File: src/rtl/b2y_pkg.sv
// Shared types, constants and helpers for the BGR to YUV 4:2:0 converter.
`default_nettype none

package b2y_pkg;

    localparam int PIX_W      = 8;
    localparam int SUM_W      = PIX_W + 1;
    localparam int COUNT_W    = 12;
    localparam int SIZE_W     = 13;
    localparam int MAX_WIDTH  = 4096;
    localparam int MAX_HEIGHT = 4096;
    localparam int STORE_DEPTH = MAX_WIDTH / 2;
    localparam int STORE_AW   = $clog2(STORE_DEPTH);
    localparam int CFG_IDX_W  = 8;

    localparam logic [CFG_IDX_W-1:0] REG_FRAME_WIDTH  = CFG_IDX_W'(0);
    localparam logic [CFG_IDX_W-1:0] REG_FRAME_HEIGHT = CFG_IDX_W'(1);

    typedef struct packed {
        logic [PIX_W-1:0] red;
        logic [PIX_W-1:0] green;
        logic [PIX_W-1:0] blue;
    } pix_t;

    // Component sums of one horizontal pixel pair (red in the top bits).
    typedef struct packed {
        logic [SUM_W-1:0] red;
        logic [SUM_W-1:0] green;
        logic [SUM_W-1:0] blue;
    } pair_sum_t;

    // Registered input stage handed to the arithmetic stages.
    typedef struct packed {
        logic      valid;
        logic      chroma;
        pix_t      pix;
        pair_sum_t pair;
    } stage1_t;

    // Clear bit 0, then clamp to 2..max_size.
    function automatic logic [SIZE_W-1:0] eff_size(input logic [SIZE_W-1:0] v,
                                                   input logic [SIZE_W-1:0] max_size);
        logic [SIZE_W-1:0] t;
        t = {v[SIZE_W-1:1], 1'b0};
        if (t < SIZE_W'(2)) begin
            t = SIZE_W'(2);
        end
        if (t > max_size) begin
            t = max_size;
        end
        return t;
    endfunction

endpackage

`default_nettype wire

File: src/rtl/b2y_pixel_math.sv
// Luma and cluster chroma arithmetic: averaging/luma stage, then chroma and result register.
`default_nettype none

module b2y_pixel_math
    import b2y_pkg::*;
(
    input  wire logic             aclk,
    input  wire logic             aresetn,
    input  wire logic             advance,
    input  wire stage1_t          st1,
    input  wire pair_sum_t        stored,
    output logic                  out_valid,
    output logic [PIX_W-1:0]      out_luma,
    output logic [PIX_W-1:0]      out_u,
    output logic [PIX_W-1:0]      out_v,
    output logic                  out_chroma
);

    localparam int LSUM_W = 2 * PIX_W;
    localparam int CSUM_W = 2 * PIX_W + 1;

    logic              s2_valid_reg;
    logic              s2_chroma_reg;
    logic [PIX_W-1:0]  s2_luma_reg;
    logic [PIX_W-1:0]  s2_r_reg, s2_g_reg, s2_b_reg;

    logic              out_valid_reg;
    logic              out_chroma_reg;
    logic [PIX_W-1:0]  out_luma_reg, out_u_reg, out_v_reg;

    logic [LSUM_W-1:0] luma_sum;
    logic [SUM_W:0]    quad_r, quad_g, quad_b;

    logic signed [CSUM_W-1:0] ra_s, ga_s, ba_s;
    logic signed [CSUM_W-1:0] u_n, v_n, u_off, v_off;

    always_comb begin
        luma_sum = LSUM_W'(st1.pix.red)   * LSUM_W'(77)
                 + LSUM_W'(st1.pix.green) * LSUM_W'(150)
                 + LSUM_W'(st1.pix.blue)  * LSUM_W'(29);
        quad_r = (SUM_W+1)'(st1.pair.red)   + (SUM_W+1)'(stored.red);
        quad_g = (SUM_W+1)'(st1.pair.green) + (SUM_W+1)'(stored.green);
        quad_b = (SUM_W+1)'(st1.pair.blue)  + (SUM_W+1)'(stored.blue);
    end

    always_ff @(posedge aclk) begin
        if (!aresetn) begin
            s2_valid_reg <= 1'b0;
        end else if (advance) begin
            s2_valid_reg <= st1.valid;
        end
        if (advance) begin
            s2_chroma_reg <= st1.chroma;
            s2_luma_reg   <= luma_sum[LSUM_W-1:PIX_W];
            s2_r_reg      <= quad_r[SUM_W:2];
            s2_g_reg      <= quad_g[SUM_W:2];
            s2_b_reg      <= quad_b[SUM_W:2];
        end
    end

    // Offset of 128 after a flooring >>8 equals adding 32768 before it.
    always_comb begin
        ra_s  = $signed(CSUM_W'(s2_r_reg));
        ga_s  = $signed(CSUM_W'(s2_g_reg));
        ba_s  = $signed(CSUM_W'(s2_b_reg));
        u_n   = CSUM_W'(128) * ba_s - CSUM_W'(43) * ra_s - CSUM_W'(85) * ga_s;
        v_n   = CSUM_W'(128) * ra_s - CSUM_W'(107) * ga_s - CSUM_W'(21) * ba_s;
        u_off = u_n + $signed(CSUM_W'(32768));
        v_off = v_n + $signed(CSUM_W'(32768));
    end

    always_ff @(posedge aclk) begin
        if (!aresetn) begin
            out_valid_reg <= 1'b0;
        end else if (advance) begin
            out_valid_reg <= s2_valid_reg;
        end
        if (advance) begin
            out_chroma_reg <= s2_chroma_reg;
            out_luma_reg   <= s2_luma_reg;
            out_u_reg      <= s2_chroma_reg ? u_off[2*PIX_W-1:PIX_W] : '0;
            out_v_reg      <= s2_chroma_reg ? v_off[2*PIX_W-1:PIX_W] : '0;
        end
    end

    assign out_valid  = out_valid_reg;
    assign out_luma   = out_luma_reg;
    assign out_u      = out_u_reg;
    assign out_v      = out_v_reg;
    assign out_chroma = out_chroma_reg;

endmodule

`default_nettype wire

File: config.mk
export PLATFORM = sky130hd
export DESIGN_NAME = b2y_pixel_math
export DESIGN_NICKNAME = d
export VERILOG_FILES = /design/src/rtl/b2y_pkg.sv /design/src/rtl/b2y_pixel_math.sv
export SDC_FILE = /design/constraint.sdc
export NUM_CORES = 1
export LEC_CHECK = 0
export ABC_AREA = 0
export BUFFER_PORTS_ARGS = -buffer_cell sky130_fd_sc_hd__buf_4
export CAP_MARGIN = 20
export CORE_ASPECT_RATIO = 1.4
export CORE_MARGIN = 10
export CORE_UTILIZATION = 25
export DETAILED_ROUTE_END_ITERATION = 10
export SYNTH_ARGS = -nofsm -noshare
export SYNTH_HDL_FRONTEND = slang
export SYNTH_SLANG_ARGS = --single-unit
File: constraint.sdc
create_clock -name aclk -period 10.3 [get_ports aclk]
set_input_delay 0 -clock aclk [delete_from_list [all_inputs] [get_ports aclk]]
set_output_delay 0 -clock aclk [all_outputs]
set_load 0.05 [all_outputs]
-- After elaboration in Yosys (flattened, before gate mapping)
Index checks and enable logic that the tools add are counted.
- shift-type cells: 0
- bitwise logic cells: 0
- muxes and demuxes: 0
- $add $sub $neg: 11
- reductions and logical operators: 0
- equal/unequal tests: 0
- magnitude comparators: 0
- divide/modulo/power cells: 0
- multiply operators: 7
- operators by type and width (operator ; number):
    $add A16 B16 Y16 const B ; 2
    $add A9 B9 Y10 ; 3
    $mul A7 B8 Y15 const A ; 2
    $mul A8 B7 Y15 const B ; 2
    $add A15 B16 Y16 ; 1
    $add A16 B13 Y16 ; 1
    $sub A15 B14 Y16 ; 1
    $sub A15 B15 Y16 ; 1
    $sub A16 B14 Y16 ; 1
    $sub A16 B16 Y16 ; 1
    $mul A6 B8 Y14 const A ; 1
    $mul A5 B8 Y13 const A ; 1
    $mul A8 B5 Y13 const B ; 1
- RAM bits: 0
- ROM bits: 0
- bits in latches: 0
- register bits after elaboration: 60
- memories kept: 0
- logic and storage cells: 29

-- Longest topological paths before layout
- depth after elaboration: 4
- mapped depth: 26
- depth with buffers taken out: 26

-- Least setup slack after synthesis
Ideal clock, no wire load.
- path type: flip-flop to flip-flop
- start point: register s2_g_reg[1]
- end point: register out_u_reg[7] (netlist: out_u[7]), data pin
- arrival: 6.432 ns
- cell stages (with the launch flop): 26
- slack: 3.613 ns
- path through: edfxtp_1 > ha_1 > fa_1 > fa_1 > ha_1 > a21o_1 > ha_1 > and2_1 > o21ai_0 > o21ai_1 > nor2_1 > xnor2_1 > ha_1 > inv_1 > fa_1 > fa_1 > inv_1 > fa_1 > inv_1 > ha_1 > and3_4 > a2111oi_2 > o211ai_1 > a31oi_1 > xnor2_1 > and2_1
- word-level cells in the longest chain between the ends: 3
- ends and longest elaborated chain (what ; line ; text):
    start, declared ; b2y_pixel_math.sv:25 ; logic [PIX_W-1:0] s2_r_reg, s2_g_reg, s2_b_reg;
    start signal, assigned ; b2y_pixel_math.sv:56 ; s2_g_reg <= quad_g[SUM_W:2];
    $mul A7 B8 Y15 ; b2y_pixel_math.sv:66 ; u_n = CSUM_W'(128) * ba_s - CSUM_W'(43) * ra_s - CSUM_W'(85) * ga_s;
    $sub A16 B16 Y16 ; b2y_pixel_math.sv:66 ;
    $add A16 B16 Y16 ; b2y_pixel_math.sv:68 ; u_off = u_n + $signed(CSUM_W'(32768));
    end signal, assigned ; b2y_pixel_math.sv:81 ; out_u_reg <= s2_chroma_reg ? u_off[2*PIX_W-1:PIX_W] : '0;
    end, declared ; b2y_pixel_math.sv:29 ; logic [PIX_W-1:0] out_luma_reg, out_u_reg, out_v_reg;
No other way between the ends.
A chain may end at the register's enable or synchronous reset.

-- Worst setup path in the final report
- start point: register s2_g_reg[3]
- end point: register out_u_reg[7] (netlist: out_u[7]), data pin
The elaborated chain is that of the path after synthesis.

==> impl_metrics.csv <==
group,metric,value,unit
logic_synthesis,netlist.area_leader.share,30.26,%
clock_network,cts_buffer_depth,2,
setup_path,path_max_fanout,7,
logic_synthesis,synth_mux_area_share,0.3827,%
timing,hold_ws,0.05385,ns
logic_synthesis,synth_compound_area_share,8.658,%
die,dieArea,50550,um^2
logic_synthesis,synth_top_cell_by_area,"ha_1",
layout,drive_above_1_share,12.75,%
logic_synthesis,ys_seq_area_share,17.03,%
global_route,grt_pass1_vias,7686,
logic_synthesis,synth_xor_area_share,4.855,%
timing,fin_tns_setup,0,ns
timing,rsz0062_at_grt,"false",
clock_network,cts_tree,"built",
timing,final.setup_skew,0.007297,ns
routing,drt_iter0_drc,151,
routing,drtAntennaViolNets,0,
setup_path,critPathBufInv,3,
die,die_h,262.1,um
global_route,track_usage,9.364,%
timing,relSlewSlack,47.16,%
placed_design,dp_hpwl,20720,um
outcome,status,"complete, no violations",
logic_synthesis,ys_types,52,
setup_path,cp_slowest_cell,"edfxtp_1",
logic_synthesis,yosys.area_share.simple,6.135,%
clock_network,cts_post_setup_buffers_inserted,0,
setup_path,critPathKind,"reg2reg",
global_route,grt_max_degree,61,
logic_synthesis,ys_top_cells_by_count,"253 x ha_1, 238 x inv_1, 126 x fa_1",
global_route,grt_pass1_wl,37040,um
placed_design,dpl_cell_area,11950,um^2
timing,post-route-period-util,68.63,%
layout,stdcell_area,12300,um^2
logic_synthesis,avgSynthCellArea,10.50,um^2
layout,nFillCells,4285,
setup_path,crit_required,10.41,ns
setup_path,reg2reg_depth,25,
routing,wl,22740,um
die,core.rowCount,88,
logic_synthesis,syn-num-nets,1458,
die,coreArea,41290,um^2
logic_synthesis,synth_edf_count,58,
timing,drv_slew,0,
routing,dr.pass1.iters,4,
clock_network,cts-buffers-inserted,9,
logic_synthesis,yosys_warnings,0,
flow_run,max-cap-violations,0,
setup_path,critPathArrivalTime,7.18,ns
timing,setup_violations,0,
routing,routedWlPerCell,13.68,um
routing,drc,0,
clock_network,clk-insertion-delay-late,0.35,ns
setup_path,worst-path-stages,25,
logic_synthesis,syn_inst,996,
global_route,antenna_found_initial,0,
clock_network,cts_sinks,60,
logic_synthesis,synth_top_family_by_area,"adder cells",
setup_path,cpLargestDelayFamily,"adder cells",
setup_path,cp_slowest_stage_delay,0.55,ns
placed_design,routabilityCongestion,0.8594,
routing,vias,7036,
timing,max_freq,0.1415,GHz
placed_design,portBuffers,108,
logic_synthesis,syn_area,10460,um^2
timing,tightest_slew,0.7926,ns
setup_path,critPathCaptureType,"register",
layout,synthToLayoutAreaGrowth,17.56,%
routing,viasPerCell,4.233,
logic_synthesis,async_flop_share,0,%
logic_synthesis,ys.flop_type,"edfxtp_1",
logic_synthesis,synth.most_common_cell,"ha_1",
setup_path,startpoint_type,"register",
hold_path,min_path_cells,3,
timing,hold_viol_final,0,
die,start_util,25.34,%
clock_network,clk_pin_slew_worst_paths,0.05,ns
global_route,overflow,0,
die,dieWidth,192.9,um
hold_path,worstHoldPathType,"in2reg",
logic_synthesis,ys_ff_latch,60,
layout,diodes,0,
die,pin_count,109,
timing,final.min_clock_period,7.068,ns
clock_network,cts_root_buf,"clkbuf_16",
logic_synthesis,synthAdderAreaFrac,54.36,%
logic_synthesis,post_synth_main_area_contributors,"ha_1 30%, fa_1 24%, edfxtp_1 17%",
clock_network,htreeDepth,3,
layout,fin_nets,1579,
[path summary, 6_finish.rpt]
kind                                startpoint           to  slack, ns
worst min-delay path                 stored[8]  s2_b_reg[7]       0.05
worst max register to register     s2_g_reg[3]     out_u[7]       3.23
worst max-delay path               s2_g_reg[3]     out_u[7]       3.23
worst min register to register  s2_luma_reg[6]  out_luma[6]       0.42
[kinds of logic (layout without fill, tap and decap cells)]
kind of cell             after synthesis  in the layout
flip-flops                            60             60
buffers and inverters                239            365
AND/OR/NAND/NOR                      123            123
AO/OA/AOI/OAI                        133            133
XOR/XNOR                              58             58
multiplexers                           4              4
adder cells (fa/ha/maj)              379            379
[placed cells by master (no fill, tap or decap), drive strengths merged, types with 3 or more instances in the layout]
| master | count |
|---|---|
| nor2b | 13 |
| o21bai | 8 |
| o21a | 16 |
| nor3 | 13 |
| nand2 | 11 |
| nand2b | 7 |
| a31oi | 9 |
| clkbuf | 9 |
| mux2i | 4 |
| nand4 | 5 |
| o21ai | 25 |
| a21oi | 43 |
| and3 | 4 |
| fa | 126 |
| ha | 253 |
| nor2 | 38 |
| o31a | 5 |
| edfxtp | 58 |
| a21o | 12 |
| xnor2 | 41 |
| xor2 | 17 |
| and2 | 14 |
| nand3 | 9 |
| inv | 240 |
| dlygate4sd3 | 3 |
| or2 | 4 |
| buf | 108 |
[metrics by stage]
| step | setup WS (ns) | utilization, % | instances |
|---|---|---|---|
| 2_1_floorplan | 3.613 | - | 996 |
| 3_3_place_gp | 3.369 | 28.93 | 1643 |
| 3_5_place_dp | 3.240 | 28.93 | 1643 |
| 4_1_cts | 3.217 | 29.79 | 1662 |
| 5_1_grt | 2.878 | 29.79 | 1662 |
| 6_report | 3.232 | 29.79 | 1662 |
[worst reg2reg max path: stages, from the launching register on]
cell and delay (ns):
edfxtp_1 0.55, ha_1 0.39, fa_1 0.53, fa_1 0.51, ha_1 0.19, a21o_1 0.15, ha_1 0.32, and2_1 0.17
o21ai_0 0.13, o21ai_1 0.13, nor2_1 0.13, xnor2_1 0.14, ha_1 0.25, inv_1 0.07, fa_1 0.44, fa_1 0.52
inv_1 0.06, fa_1 0.53, inv_1 0.04, ha_1 0.35, and3_4 0.20, a2111oi_2 0.36, o211ai_1 0.19, a31oi_1 0.23
xnor2_1 0.09, and2_1 0.15
[metal layers]
layer | GRT usage (%) | vias up | share of wire (%)
li1 | - | 3534 | -
met1 | 9.087 | 3381 | 37
met2 | 18.32 | 93 | 56
met3 | 2.109 | 28 | 3.8
met4 | 4.004 | 0 | 3.2
met5 | 0 | - | 0
[final cells by class]
| cell class | count | area, um^2 | area share (%) |
|---|---|---|---|
| clock buffer | 9 | 225.2 | 1.831 |
| clock inverter | 7 | 98.84 | 0.8037 |
| inverter | 238 | 893.4 | 7.263 |
| multi-input combinational | 697 | 7784 | 63.29 |
| sequential | 60 | 1782 | 14.49 |
| tap | 540 | 675.6 | 5.493 |
| timing repair buffer | 111 | 840.8 | 6.836 |
[what timing repair did]
item / in CTS / in global routing
hold buffers: 3 / 0
setup endpoints to repair: 0 / 0
hold endpoints to repair: 3 / 0
gates resized for setup: 0 / 0
Power is not shown: default switching activity piles up to over one toggle a cycle in this logic, so the estimate is an artifact.
